==> src/rtl/pfu_pkg.sv <==
// Shared types, constants and helpers for the profile factor update block.
// No dependencies; every other file in the block depends on this package.
`default_nettype none
package pfu_pkg;

  // Default sizes for the top-level parameters
  localparam int VEC_LEN_DEF   = 4;
  localparam int NUM_USERS_DEF = 256;
  localparam int NUM_ITEMS_DEF = 256;

  // Field widths fixed by the channel format
  localparam int ACT_W  = 3;
  localparam int IDX_W  = 8;
  localparam int DIM_W  = 2;
  localparam int DATA_W = 32;

  // Internal accumulator widths (sized for vectors of up to 16 elements)
  localparam int DOT_W  = 44;
  localparam int SQS_W  = 67;
  localparam int SAT_W  = 48;

  // Divider: |w| * 2^24 gives a 56-bit dividend, one quotient bit per step
  localparam int FRAC_W    = 24;
  localparam int DVD_W     = DATA_W + FRAC_W;
  localparam int DIV_CNT_W = 6;

  localparam logic signed [SAT_W-1:0] ONE_Q = SAT_W'(64'sd16777216);

  // Action codes on the input channel
  localparam logic [ACT_W-1:0] ACT_LOAD_USER = 3'd0;
  localparam logic [ACT_W-1:0] ACT_LOAD_ITEM = 3'd1;
  localparam logic [ACT_W-1:0] ACT_QUERY     = 3'd2;
  localparam logic [ACT_W-1:0] ACT_READ_USER = 3'd3;
  localparam logic [ACT_W-1:0] ACT_READ_ITEM = 3'd4;

  typedef enum logic [2:0] {
    OP_LOAD_U,
    OP_LOAD_I,
    OP_QUERY,
    OP_READ_U,
    OP_READ_I
  } pfu_op_t;

  // One classified command held in the queue
  typedef struct packed {
    pfu_op_t                  op;
    logic [IDX_W-1:0]         user_idx;
    logic [IDX_W-1:0]         item_idx;
    logic [DIM_W-1:0]         dim;
    logic signed [DATA_W-1:0] value;
  } pfu_cmd_t;

  // Queue head offered to the back end
  typedef struct packed {
    logic     valid;
    pfu_cmd_t cmd;
  } pfu_qhead_t;

  // Back end status returned to the front end
  typedef struct packed {
    logic pop;
    logic clearing;
  } pfu_bstat_t;

  typedef enum logic [4:0] {
    B_CLEAR,
    B_IDLE,
    B_Q_RD,
    B_Q_MUL,
    B_Q_ACC,
    B_Q_F,
    B_U_RD,
    B_U_MUL,
    B_U_WR,
    B_R_RD,
    B_R_W,
    B_R_SQ,
    B_R_ADD,
    B_SQ_INIT,
    B_SQRT,
    B_DIV_INIT,
    B_DIV,
    B_EMIT
  } pfu_bstate_t;

  // Clamp a wide signed value to the 32-bit range
  function automatic logic signed [DATA_W-1:0] sat32(input logic signed [SAT_W-1:0] x);
    logic signed [SAT_W-1:0] hi;
    logic signed [SAT_W-1:0] lo;
    hi = SAT_W'(64'sd2147483647);
    lo = SAT_W'(-64'sd2147483648);
    if (x > hi) begin
      sat32 = 32'sh7fffffff;
    end else if (x < lo) begin
      sat32 = 32'sh80000000;
    end else begin
      sat32 = x[DATA_W-1:0];
    end
  endfunction

endpackage
`default_nettype wire

==> src/rtl/pfu_in_if.sv <==
// Input channel of the profile factor update block: handshake and command fields.
// Depends on pfu_pkg for field widths.
`default_nettype none
interface pfu_in_if;
  logic                           valid;
  logic                           ready;
  logic [pfu_pkg::ACT_W-1:0]      action;
  logic [pfu_pkg::IDX_W-1:0]      user_index;
  logic [pfu_pkg::IDX_W-1:0]      item_index;
  logic [pfu_pkg::DIM_W-1:0]      dim_index;
  logic signed [pfu_pkg::DATA_W-1:0] load_value;

  modport source(output valid, action, user_index, item_index, dim_index, load_value,
                 input ready);
  modport sink(input valid, action, user_index, item_index, dim_index, load_value,
               output ready);
endinterface
`default_nettype wire

==> src/rtl/pfu_front.sv <==
// Front end: accepts input transfers, drops out-of-range and unknown commands, queues the rest.
// Depends on pfu_pkg and pfu_in_if.
`default_nettype none
module pfu_front #(
  parameter int VEC_LEN   = pfu_pkg::VEC_LEN_DEF,
  parameter int NUM_USERS = pfu_pkg::NUM_USERS_DEF,
  parameter int NUM_ITEMS = pfu_pkg::NUM_ITEMS_DEF
) (
  input  wire                 clk,
  input  wire                 rst_n,
  pfu_in_if.sink              in_ch,
  input  pfu_pkg::pfu_bstat_t bstat,
  output pfu_pkg::pfu_qhead_t qhead
);
  import pfu_pkg::*;

  localparam int Q_DEPTH = 2;

  pfu_cmd_t   q_mem [Q_DEPTH];
  logic       wr_ptr_r, wr_ptr_nxt;
  logic       rd_ptr_r, rd_ptr_nxt;
  logic [1:0] cnt_r, cnt_nxt;

  pfu_cmd_t cmd;
  logic     cmd_ok;
  logic     u_ok, v_ok, dim_ok;
  logic     push;
  logic     full;

  // Classify the offered command
  always_comb begin
    u_ok   = 32'(in_ch.user_index) < 32'(NUM_USERS);
    v_ok   = 32'(in_ch.item_index) < 32'(NUM_ITEMS);
    dim_ok = 32'(in_ch.dim_index) < 32'(VEC_LEN);
    cmd.user_idx = in_ch.user_index;
    cmd.item_idx = in_ch.item_index;
    cmd.dim      = in_ch.dim_index;
    cmd.value    = in_ch.load_value;
    case (in_ch.action)
      ACT_LOAD_USER: begin
        cmd.op = OP_LOAD_U;
        cmd_ok = u_ok && dim_ok;
      end
      ACT_LOAD_ITEM: begin
        cmd.op = OP_LOAD_I;
        cmd_ok = v_ok && dim_ok;
      end
      ACT_QUERY: begin
        cmd.op = OP_QUERY;
        cmd_ok = u_ok && v_ok;
      end
      ACT_READ_USER: begin
        cmd.op = OP_READ_U;
        cmd_ok = u_ok;
      end
      ACT_READ_ITEM: begin
        cmd.op = OP_READ_I;
        cmd_ok = v_ok;
      end
      default: begin
        cmd.op = OP_LOAD_U;
        cmd_ok = 1'b0;
      end
    endcase
  end

  // Queue control
  assign full        = cnt_r == 2'(Q_DEPTH);
  assign in_ch.ready = !full && !bstat.clearing;
  assign push        = in_ch.valid && in_ch.ready && cmd_ok;

  always_comb begin
    wr_ptr_nxt = push ? !wr_ptr_r : wr_ptr_r;
    rd_ptr_nxt = bstat.pop ? !rd_ptr_r : rd_ptr_r;
    cnt_nxt    = cnt_r + 2'(push) - 2'(bstat.pop);
  end

  always_ff @(posedge clk) begin
    if (!rst_n) begin
      wr_ptr_r <= 1'b0;
      rd_ptr_r <= 1'b0;
      cnt_r    <= 2'd0;
    end else begin
      wr_ptr_r <= wr_ptr_nxt;
      rd_ptr_r <= rd_ptr_nxt;
      cnt_r    <= cnt_nxt;
    end
  end

  // Queue storage
  always_ff @(posedge clk) begin
    if (push) begin
      q_mem[wr_ptr_r] <= cmd;
    end
  end

  assign qhead.valid = cnt_r != 2'd0;
  assign qhead.cmd   = q_mem[rd_ptr_r];

endmodule
`default_nettype wire

==> src/flat_wrapper.sv <==
// flat-port wrapper written by rule: the top's interface ports become plain ports
module pfu_front_flat import pfu_pkg::*;
#(
  parameter int VEC_LEN   = pfu_pkg::VEC_LEN_DEF,
  parameter int NUM_USERS = pfu_pkg::NUM_USERS_DEF,
  parameter int NUM_ITEMS = pfu_pkg::NUM_ITEMS_DEF
)
  (clk, rst_n, bstat, qhead, in_ch_valid, in_ch_action, in_ch_user_index, in_ch_item_index, in_ch_dim_index, in_ch_load_value, in_ch_ready);
  pfu_in_if in_ch_i ();
  input  wire clk;
  input  wire rst_n;
  input  pfu_pkg::pfu_bstat_t bstat;
  output pfu_pkg::pfu_qhead_t qhead;
  input wire logic [$bits(in_ch_i.valid)-1:0] in_ch_valid;
  input wire logic [$bits(in_ch_i.action)-1:0] in_ch_action;
  input wire logic [$bits(in_ch_i.user_index)-1:0] in_ch_user_index;
  input wire logic [$bits(in_ch_i.item_index)-1:0] in_ch_item_index;
  input wire logic [$bits(in_ch_i.dim_index)-1:0] in_ch_dim_index;
  input wire logic [$bits(in_ch_i.load_value)-1:0] in_ch_load_value;
  output wire logic [$bits(in_ch_i.ready)-1:0] in_ch_ready;
  assign in_ch_i.valid = in_ch_valid;
  assign in_ch_i.action = in_ch_action;
  assign in_ch_i.user_index = in_ch_user_index;
  assign in_ch_i.item_index = in_ch_item_index;
  assign in_ch_i.dim_index = in_ch_dim_index;
  assign in_ch_i.load_value = in_ch_load_value;
  assign in_ch_ready = in_ch_i.ready;
  pfu_front #(.VEC_LEN(VEC_LEN), .NUM_USERS(NUM_USERS), .NUM_ITEMS(NUM_ITEMS)) u_core (.clk(clk), .rst_n(rst_n), .in_ch(in_ch_i), .bstat(bstat), .qhead(qhead));
endmodule
==> config.mk <==
export PLATFORM = sky130hd
export DESIGN_NAME = pfu_front_flat
export DESIGN_NICKNAME = d
export VERILOG_FILES = /design/src/rtl/pfu_pkg.sv /design/src/rtl/pfu_in_if.sv /design/src/rtl/pfu_front.sv /design/src/flat_wrapper.sv
export SDC_FILE = /design/constraint.sdc
export NUM_CORES = 1
export LEC_CHECK = 0
export BUFFER_PORTS_ARGS = -buffer_cell sky130_fd_sc_hd__buf_2
export CAP_MARGIN = 20
export CORE_MARGIN = 2
export CORE_UTILIZATION = 52
export CTS_CLUSTER_DIAMETER = 60
export DETAILED_ROUTE_END_ITERATION = 6
export HOLD_SLACK_MARGIN = 0.15
export PLACE_DENSITY = 0.84
export SYNTH_ARGS = -nofsm -noshare
export SYNTH_HDL_FRONTEND = slang
export SYNTH_SLANG_ARGS = --single-unit
==> constraint.sdc <==
create_clock -name clk -period 5.6 [get_ports clk]
set_input_delay 1.68 -clock clk [delete_from_list [all_inputs] [get_ports clk]]
set_output_delay 1.68 -clock clk [all_outputs]
set_load 0.01 [all_outputs]
==> results.md <==
* Yosys reg bits at 111
* Routed vias at 2078
* Startpoint types: flop
* Post-Layout Cell Count at 424
* Setup Fix Bufs, Post-CTS at 0
* Max stage delay cell, worst path: dfxtp_2
* Inst Count DP at 408
* Starting density of the core at 53.4%
* Post-synthesis cell type count at 20
* Leak Pwr at 0.00186 uW
* FF-to-FF End: u_core.q_mem[1][32]
* Fmax at 267 MHz
* Vias in the first global route at 2116
* Period minus WS final at 3750 ps
* Share of the synthesized area in the top cell type at 77.6%
* CORE AREA at 7690 sq um
* CTS tree: yes
* IR drop worst, VDD at 0.198 mV
* Crit path buf inv count at 2
* CP cell instances: buf_4 -> mux2_2 -> buf_2
* Hold Startpoint: u_core.wr_ptr_r
* CTS Sinks at 111
* Largest net degree at the start of global routing at 40
* Mean Syn Cell Area at 21.0 sq um
* Synth top area cells: edfxtp_1 78%, mux2_2 15%, dfxtp_1 2.4%
* Std-Cell Rows at 32
* Routed len/inst at 15.7 um
* Top fanout value on the critical path at 30
* Number of port buffers at 112
* Tcrit/Tclk final at 67.0%
* WP data required at 3920 ps
* DRT Wirelength at 6640 um
* CP Data Arrival Time at 2070 ps
* R2R cell count at 4
* Max Cap Viol at 0
* Gr usage total at 15.5%
* Hold Path End: u_core.wr_ptr_r
* Longest Clk Path Bufs at 2
* Worst-skew pair later-pin latency at 360 ps
* I/O pin total at 113
* Setup Viol. Count Final at 0
* Sequential area share after synthesis at 80.0%
* Hold_buf cts at 0
* Synthesis Warnings at 0
* Gpl congestion at 0.727
* Via density at 4.90
* Tightest Hold Check Type: flop to flop
* DRC Markers at 0
* Post-Syn Area at 4100 sq um
* HPWL Detailed at 4590 um
* Synth area leader: edfxtp_1
* Iter 0 DRT Violations at 123
* CP top delay family: flip-flops
* H-tree depth at 3
* R2R Path Start: u_core.cnt_r[1]
* Clk_skew at 10.5 ps
* Worst slew margin at 37.9%
* WHS Path Cells at 2
* Run status: completed
* Flop-to-flop setup slack at 3340 ps
* Die Span Y at 92.8 um
* Slowest stage delay, CP at 700 ps
* DIE AREA at 8610 sq um
* Ratio of cells with drive above 1 in the final layout at 59.3%
* Number of antenna diodes at 0
* Post-synth net total at 255
* Die width at 92.8 um
* Slew Viols, Final at 0
* Root Driver: clkbuf_8
* Area growth syn-to-layout at 21.7%
* Hold Violations, Final at 0
* Grt total ovfl at 0
* Critical path class: flop to output port
* Syn Inst Count at 195
* Post-CTS Resized at 0
* Worst-path clk slew at 100 ps
* CTS Buf Count at 9
* First-pass GRT wire length at 9940 um
* Post-route ant nets at 0
* Setup Total Neg Slack at 0 ps
* Slew @ Worst Pin at 931 ps
* Initial antenna violation count at 0
* Final net count at 377
* Power per cell area at 317 nW/um^2
* Crit. End Element: output port
* DR pass1 iterations at 4
* RSZ-0062 raised after global routing: no
## report_power, final
part / leakage [uW] / switching (uW) / internal (uW)
Sequential: 0.00101 / 15.7 / 943
Combinational: 0.000757 / 84.8 / 89.5
Clock: 0.0000947 / 274 / 174
## routing by layer
layer / track usage (%) / part of all wire [%] / vias to the layer above
met5: 0 / 0 / -
met4: 5.88 / 1.1 / 0
met3: 3.91 / 6.6 / 8
met2: 26.6 / 52 / 78
met1: 19.0 / 41 / 996
li1: - / - / 996
## final cells by class
| cell class | count | area, sq um |
|---|---|---|
| multi-input combinational | 75 | 781 |
| inverter | 3 | 11.3 |
| sequential | 111 | 3280 |
| fill | 578 | 2700 |
| clock inverter | 7 | 65.1 |
| tap | 102 | 128 |
| clock buffer | 9 | 124 |
| timing repair buffer | 117 | 598 |
## synth_stat cells (all sizes together)
cell type,instances
edfxtp,106
mux2,53
buf,6
dfxtp,5
nor2,4
nor2b,4
inv,3
and2,2
ha,2
xnor2,2
mux2i,1
nand2,1
nand2b,1
nor3b,1
nor4bb,1
o21ai,1
or2,1
xor2,1
## tightest hold or removal path, delay by kind of cell, from the launching register on
kind / cells / cell delay, ps
DFF: 1 / 360
and+or+nand+nor: 1 / 70
muxes: 1 / 50
## worst max-delay path by stage
| stage | to | start | depth (start not counted) |
|---|---|---|---|
| 2_1_floorplan | u_core.q_mem[0][0] | in_ch_action[0] | 3 |
| 3_3_place_gp | u_core.q_mem[1][41] | in_ch_action[0] | 5 |
| 3_5_place_dp | u_core.q_mem[1][30] | in_ch_action[0] | 5 |
| 4_1_cts | qhead[19] | flop | 3 |
| 5_1_grt | qhead[22] | flop | 3 |
| 6_report | qhead[10] | flop | 3 |
## cell families (layout without fill, tap and decap cells)
| group | count (synthesis) | in the layout | synth area share (%) |
|---|---|---|---|
| AND/OR/NAND/NOR | 15 | 15 | 2.65 |
| AO/OA/AOI/OAI | 1 | 1 | 0.122 |
| flip-flops | 111 | 111 | 80.0 |
| XOR/XNOR | 3 | 3 | 0.641 |
| adder cells (fa/ha/maj) | 2 | 2 | 0.610 |
| buffers and inverters | 9 | 136 | 1.13 |
| multiplexers | 54 | 54 | 14.8 |
## registers in the layout, summed over array words and instances (netlist names), named ones only
register         flops
u_core.q_mem       106
u_core.cnt_r         2
u_core.rd_ptr_r      1
u_core.wr_ptr_r      1
## stage by stage
| step | setup slack, ps | power, uW | hold slack [ps] | util [%] | instance area, sq um |
|---|---|---|---|---|---|
| 2_1_floorplan | 604 | 1080 | 451 | - | 4100 |
| 3_3_place_gp | 1880 | 1150 | 496 | 62.5 | 4800 |
| 3_5_place_dp | 1790 | 1150 | 512 | 62.5 | 4800 |
| 4_1_cts | 1800 | 1590 | 525 | 64.9 | 4990 |
| 5_1_grt | 1710 | 1640 | 553 | 64.9 | 4990 |
| 6_report | 1850 | 1580 | 520 | 64.9 | 4990 |
## layout by cell type, fill, tap and decap left out
cell type and instances:
ha_1 2, o21ai_0 1, xnor2_1 2, and2_1 1, or2_2 1, edfxtp_1 106, inv_8 4, clkinvlp_4 1
and2_2 1, dfxtp_1 4, clkinv_1 1, nor4bb_4 1, inv_1 3, nor2b_1 2, nor3b_1 1, nand2_1 1
nor2_1 4, mux2_2 53, nand2b_1 1, xor2_1 1, mux2i_1 1, clkinv_4 1, dfxtp_2 1, buf_4 5
clkbuf_8 9, nor2b_4 2, buf_2 112
(Power assumes the default switching activity.)
